$ cat src/hdl/cfof_pkg.sv
package cfof_pkg;

   localparam int WORD_W = 16;
   localparam int OCC_W  = 4;

   typedef enum logic {
      CMD_PUSH = 1'b0,
      CMD_POP  = 1'b1
   } command_type;

   typedef enum logic {
      STATUS_OK  = 1'b0,
      STATUS_ERR = 1'b1
   } status_type;

   // Per-cell control: load takes the pushed word, shift takes the upper neighbor.
   typedef struct packed {
      logic shift;
      logic load;
   } cell_ctrl_type;

endpackage

$ cat src/hdl/change_filtered_overwrite_fifo_core.sv
// Channel   Direction  Handshake               Payload
// req       in         req_tvalid/req_tready   tuser: command, tdata: buttons
// rsp       out        rsp_tvalid/rsp_tready   tuser: status, tdata: popped_word, occupancy
//
// One request is taken per cycle; its response is registered and appears in the next cycle.
// The words sit in a row of cells with the oldest in cell 0; a pop or a push into a full
// queue shifts every cell down by one in the same cycle, so no request waits on another.
// A stalled response holds the output register and blocks new requests only while it waits.
// Reset clears the count, the last pushed word and the response valid; cell contents stay.
module change_filtered_overwrite_fifo_core
   import cfof_pkg::*;
#(
   parameter int QUEUE_DEPTH = 8
)
(
   input  logic        clock,
   input  logic        reset,
   input  logic        req_tvalid,
   output logic        req_tready,
   input  logic [15:0] req_tdata,   // [15:0] buttons
   input  logic        req_tuser,   // [0] command
   output logic        rsp_tvalid,
   input  logic        rsp_tready,
   output logic [23:0] rsp_tdata,   // [15:0] popped_word, [19:16] occupancy, [23:20] zero
   output logic        rsp_tuser    // [0] status
);

   localparam int CNT_W = $clog2(QUEUE_DEPTH + 1);

   logic [CNT_W-1:0]  count_ff;
   logic [CNT_W-1:0]  count_in;
   logic [WORD_W-1:0] last_ff;
   logic [WORD_W-1:0] last_in;
   logic              rsp_valid_ff;
   logic              rsp_valid_in;
   logic [WORD_W-1:0] rsp_word_ff;
   logic [WORD_W-1:0] rsp_word_in;
   logic [OCC_W-1:0]  rsp_occ_ff;
   logic [OCC_W-1:0]  rsp_occ_in;
   logic              rsp_status_ff;
   logic              rsp_status_in;

   logic              req_fire;
   logic              is_pop;
   logic              is_full;
   logic              push_ok;
   logic              pop_ok;
   logic [WORD_W-1:0] cell_word [QUEUE_DEPTH];
   cell_ctrl_type     cell_ctrl [QUEUE_DEPTH];

   assign req_tready = !rsp_valid_ff || rsp_tready;
   assign req_fire   = req_tvalid && req_tready;
   assign is_pop     = (req_tuser == CMD_POP);
   assign is_full    = (count_ff == CNT_W'(QUEUE_DEPTH));
   assign push_ok    = req_fire && !is_pop && (req_tdata != last_ff);
   assign pop_ok     = req_fire && is_pop && (count_ff != '0);

   for (genvar i = 0; i < QUEUE_DEPTH; i++) begin : g_cell
      logic [WORD_W-1:0] neighbor;
      if (i == QUEUE_DEPTH - 1) begin : g_top
         assign neighbor = req_tdata;
      end else begin : g_mid
         assign neighbor = cell_word[i+1];
      end

      // A pop or full push shifts the row down; a full push loads the top cell, else the free cell.
      assign cell_ctrl[i].shift = pop_ok || (push_ok && is_full);
      assign cell_ctrl[i].load  = push_ok &&
                                  (is_full ? (i == QUEUE_DEPTH - 1) : (count_ff == CNT_W'(i)));

      cfof_cell u_cell (
         .clock         (clock),
         .ctrl          (cell_ctrl[i]),
         .push_word     (req_tdata),
         .neighbor_word (neighbor),
         .word          (cell_word[i])
      );
   end

   always_comb begin
      count_in      = count_ff;
      last_in       = last_ff;
      rsp_valid_in  = rsp_valid_ff && !rsp_tready;
      rsp_word_in   = rsp_word_ff;
      rsp_occ_in    = rsp_occ_ff;
      rsp_status_in = rsp_status_ff;
      if (push_ok) begin
         last_in = req_tdata;
         if (!is_full) begin
            count_in = count_ff + 1'b1;
         end
      end else if (pop_ok) begin
         count_in = count_ff - 1'b1;
      end
      if (req_fire) begin
         rsp_valid_in  = 1'b1;
         rsp_status_in = (push_ok || pop_ok) ? STATUS_OK : STATUS_ERR;
         rsp_word_in   = pop_ok ? cell_word[0] : '0;
         rsp_occ_in    = OCC_W'(count_in);
      end
   end

   always_ff @(posedge clock) begin
      if (reset) begin
         count_ff     <= '0;
         last_ff      <= '0;
         rsp_valid_ff <= 1'b0;
      end else begin
         count_ff     <= count_in;
         last_ff      <= last_in;
         rsp_valid_ff <= rsp_valid_in;
      end
      rsp_word_ff   <= rsp_word_in;
      rsp_occ_ff    <= rsp_occ_in;
      rsp_status_ff <= rsp_status_in;
   end

   assign rsp_tvalid = rsp_valid_ff;
   assign rsp_tuser  = rsp_status_ff;
   assign rsp_tdata  = {4'b0000, rsp_occ_ff, rsp_word_ff};

   a_count_bound: assert property (@(posedge clock) disable iff (reset)
      count_ff <= CNT_W'(QUEUE_DEPTH))
      else $error("stored count above queue depth");

   a_empty_pop: assert property (@(posedge clock) disable iff (reset)
      req_fire && is_pop && (count_ff == '0) |=> rsp_valid_ff && (rsp_status_ff == STATUS_ERR))
      else $error("pop from empty queue not flagged");

   a_push_count: assert property (@(posedge clock) disable iff (reset)
      push_ok && !is_full |=> count_ff == $past(count_ff) + 1'b1)
      else $error("push did not raise the count");

   a_err_zero: assert property (@(posedge clock) disable iff (reset)
      rsp_valid_ff && (rsp_status_ff == STATUS_ERR) |-> rsp_word_ff == '0)
      else $error("error response carries a word");

endmodule

$ cat src/hdl/cfof_cell.sv
module cfof_cell
   import cfof_pkg::*;
(
   input  logic                clock,
   input  cell_ctrl_type       ctrl,
   input  logic [WORD_W-1:0]   push_word,
   input  logic [WORD_W-1:0]   neighbor_word,
   output logic [WORD_W-1:0]   word
);

   logic [WORD_W-1:0] word_ff;
   logic [WORD_W-1:0] word_in;

   always_comb begin
      word_in = word_ff;
      if (ctrl.load) begin
         word_in = push_word;
      end else if (ctrl.shift) begin
         word_in = neighbor_word;
      end
   end

   always_ff @(posedge clock) begin
      word_ff <= word_in;
   end

   assign word = word_ff;

endmodule

$ cat config.mk
export PLATFORM = sky130hd
export DESIGN_NAME = change_filtered_overwrite_fifo_core
export DESIGN_NICKNAME = d
export VERILOG_FILES = /design/src/hdl/cfof_pkg.sv /design/src/hdl/change_filtered_overwrite_fifo_core.sv /design/src/hdl/cfof_cell.sv
export SDC_FILE = /design/constraint.sdc
export NUM_CORES = 1
export LEC_CHECK = 0
export ABC_AREA = 1
export ABC_CLOCK_PERIOD_IN_PS = 3200
export BUFFER_PORTS_ARGS = -buffer_cell sky130_fd_sc_hd__buf_2
export CAP_MARGIN = 20
export CORE_ASPECT_RATIO = 1.4
export CORE_MARGIN = 2
export CORE_UTILIZATION = 55
export DETAILED_ROUTE_END_ITERATION = 6
export MAX_ROUTING_LAYER = met4
export PLACE_DENSITY = 0.73
export SYNTH_ARGS = -nofsm -noshare
export SYNTH_HDL_FRONTEND = slang
export SYNTH_HIERARCHICAL = 1
export SYNTH_SLANG_ARGS = --single-unit
export TNS_END_PERCENT = 10
$ cat constraint.sdc
create_clock -name clock -period 3.2 [get_ports clock]
set_clock_uncertainty 0.2 [all_clocks]
set_input_delay 0.16 -clock clock [delete_from_list [all_inputs] [get_ports clock]]
set_output_delay 0.16 -clock clock [all_outputs]
set_load 0.005 [all_outputs]
==> impl_metrics.tcl <==
set metrics [dict create \
    whs_ns 0.0351 \
    filler_cell_count 1202 \
    area_growth_pct 13.1 \
    wl_per_cell_um 13.6 \
    syn_avg_cell_area_um2 9.44 \
    outcome "finished, final reports clean" \
    ant_nets 0 \
    drc 0 \
    crit_type "reg2reg" \
    rsz0062_at_grt "false" \
    worstSetupEndpointType "flop" \
    overflow 0 \
    drt_wl_total_um 15400 \
    min_period_over_period_pct 85.9 \
    slowest_delay_ns 0.58 \
    die_width_um 106 \
    nets 957 \
    ys_ff_latch 170 \
    drive_gt1_share_pct 17.5 \
    io_pins 48 \
    portBuffers 43 \
    grt_max_degree 22 \
    fmax_mhz 364 \
    hold_viol 0 \
    h-tree-depth 4 \
    setup_viol 0 \
    cts_tree "built" \
    place_hpwl_um 10800 \
    hp-class "in2reg" \
    critPathArrivalTime_ns 2.59 \
    setup_slack_ns 0.450 \
    cts_resized 0 \
    yosysSeqAreaShare_pct 60.6 \
    die_area_um2 15700 \
    peakVddDrop_mv 0.380 \
    clockBufferDepth 2 \
    synth_area_um2 8070 \
    core_um2 14400 \
    crit_top_cell "inv_1" \
    ys_types 27 \
    grt_pass1_vias 5453 \
    syn_inst 855 \
    place_congestion 0.855 \
    clockRootBuffer "clkbuf_16" \
    die_h_um 147 \
    grt_usage_pct 21.9 \
    tns_ns 0 \
    timing_worst_slew_pin_value_ns 0.686 \
    clkSlewWorstSetupHoldPaths_ns 0.06 \
    antenna_found_initial 0 \
    leakagePower_nw 4.03 \
    cts_made_buffers 17 \
    viasPerCell 4.90 \
    cp_max_fo 17 \
    clkPwrFrac_pct 39.0 \
    num_vias 5548 \
    worstSetupStartpointType "flop" \
    power_frac_comb_pct 10.0 \
    switching_power_mw 1.21 \
    crit_path_top_delay_cell "or2_1" \
    rows 52 \
    slew_headroom_pct 54.3 \
    slew_viol_final 0 \
    swShare_pct 23.2 \
    fin_crit_ns 2.75 \
    drv_cap 0 \
    place_ws_ns 0.483 \
    synth_warnings 6 \
    initialDrtViolationCount 268 \
    cp.required_ns 3.05 \
    n_antenna_cell 0 \
    grt_first_pass_wirelength_um 25800 \
    powerDensity_nw_per_um2 573 \
    cts.sinks 170 \
    p_seq_share_pct 51.0 \
    first_pass_iters 5 \
    start_util_pct 56.2 \
    path_cells "inv_1 > ha_1 > inv_1 > nor2_1 > nor2_4 > inv_2 > o21ai_1 > or2_1" \
    clk-insertion-delay-late_ns 0.42 \
    p_int_mw 4.02 \
    finalPower_mw 5.24 \
]
[final cells by class]
cell class | count | area [um2] | share of cell area, %
flip-flops and latches | 170 | 4890 | 53.6
well taps | 189 | 236 | 2.59
clock inverters | 12 | 150 | 1.64
inverters | 67 | 292 | 3.19
multi-input cells | 583 | 2500 | 27.4
clock buffers | 19 | 433 | 4.74
repair buffers | 92 | 623 | 6.82
[synth_stat cells]
library cell | number | area (um2)
nor3_1 | 7 | 35.0
buf_6 | 18 | 203
nor2_1 | 43 | 161
nor2_4 | 1 | 11.3
nand3b_1 | 1 | 7.51
inv_2 | 2 | 7.51
inv_1 | 56 | 210
buf_4 | 4 | 30.0
nand3_1 | 24 | 120
ha_1 | 5 | 62.6
a21oi_1 | 20 | 100
edfxtp_1 | 149 | 4470
xor2_1 | 4 | 35.0
nand2_1 | 418 | 1570
or2_1 | 8 | 50.1
buf_12 | 8 | 160
inv_6 | 8 | 70.1
o21ai_0 | 2 | 10.0
clkinv_1 | 1 | 3.75
nand2_2 | 42 | 263
dfxtp_1 | 21 | 420
a21oi_2 | 2 | 17.5
buf_2 | 6 | 30.0
nor2_2 | 1 | 6.26
clkbuf_1 | 2 | 7.51
conb_1 | 1 | 3.75
o21ai_1 | 1 | 5.00
[metrics by stage]
step / cells / util [%] / cell area [um2]
finish: 1132 / 63.5 / 9130
global route: 1132 / 63.5 / 9130
CTS: 1132 / 63.5 / 9130
detailed placement: 1085 / 58.3 / 8390
global placement: 1085 / 58.3 / 8390
floorplan: 858 / - / 8090
[cell usage in the layout (no fill, tap or decap)]
cell           count
a21oi_1           20
a21oi_2            2
buf_2             43
buf_4             33
bufinv_16          3
clkbuf_1           2
clkbuf_16         17
clkinv_1           4
clkinv_4           2
clkinvlp_4         3
conb_1             4
dfxtp_1           21
dlygate4sd3_1     16
edfxtp_1         149
ha_1               5
inv_1             56
inv_2              2
inv_6              9
nand2_1          418
nand2_2           42
nand3_1           24
nand3b_1           1
nor2_1            43
nor2_2             1
nor2_4             1
nor3_2             7
o21ai_0            2
o21ai_1            1
or2_1              8
xor2_1             4
[routing by layer]
layer | global-route usage [%] | vias up | share of wire [%]
met5 | - | - | 0
met4 | 8.68 | 0 | 2.5
met2 | 38.8 | 131 | 53
li1 | - | 2842 | -
met3 | 3.99 | 22 | 4.1
met1 | 24.3 | 2553 | 40
[worst max-delay path, delay by kind of cell, from the launching register on]
family                   cells  cell delay (ns)
AND/OR/NAND/NOR              3             0.89
AO/OA/AOI/OAI                1             0.17
adder cells (fa/ha/maj)      1             0.24
buffers and inverters        3             0.45
flip-flops                   1             0.42
[final timing paths]
check	start	end	slack, ns	cells after the start
worst max register to register	count_ff[0]	g_cell[1].u_cell/word[2]	0.45	8
worst min register to register	last_ff[4]	last_ff[4]	0.28	2
worst min-delay path	req_tdata[2]	last_ff[2]	0.04	4
worst max-delay path	count_ff[0]	g_cell[1].u_cell/word[2]	0.45	8
[flip-flops by register name, indices dropped and copies added (netlist names)]
register / count
g_cell.u_cell/word: 128
rsp_word_ff: 16
count_ff: 4
last_ff: 16
rsp_occ_ff: 4
rsp_tvalid: 1
rsp_tuser: 1
[what timing repair did]
| item | 4_1_cts | 5_1_grt |
|---|---|---|
| hold buffers | 16 | 0 |
| buffers inserted | 0 | 0 |
| endpoints found under the hold margin | 18 | 0 |
| setup endpoints to repair | 0 | 0 |
[power by group through the flow]
stage / combinational [mW] / clock [mW] / sequential, mW
global placement: 0.492 / 0 / 2.71
floorplan: 0.340 / 0 / 2.72
CTS: 0.526 / 2.06 / 2.67
finish: 0.523 / 2.04 / 2.67
global route: 0.596 / 2.15 / 2.69
detailed placement: 0.507 / 0 / 2.72
[logic make-up after synthesis]
group | count (synthesis) | share of synthesized area [%]
AND/OR/NAND/NOR | 545 | 27.5
flip-flops | 170 | 60.6
buffers and inverters | 105 | 8.94
AO/OA/AOI/OAI | 25 | 1.64
adder cells (fa/ha/maj) | 5 | 0.775
XOR/XNOR | 4 | 0.434
other | 1 | 0.0464
Power figures use the tool's default switching activity.
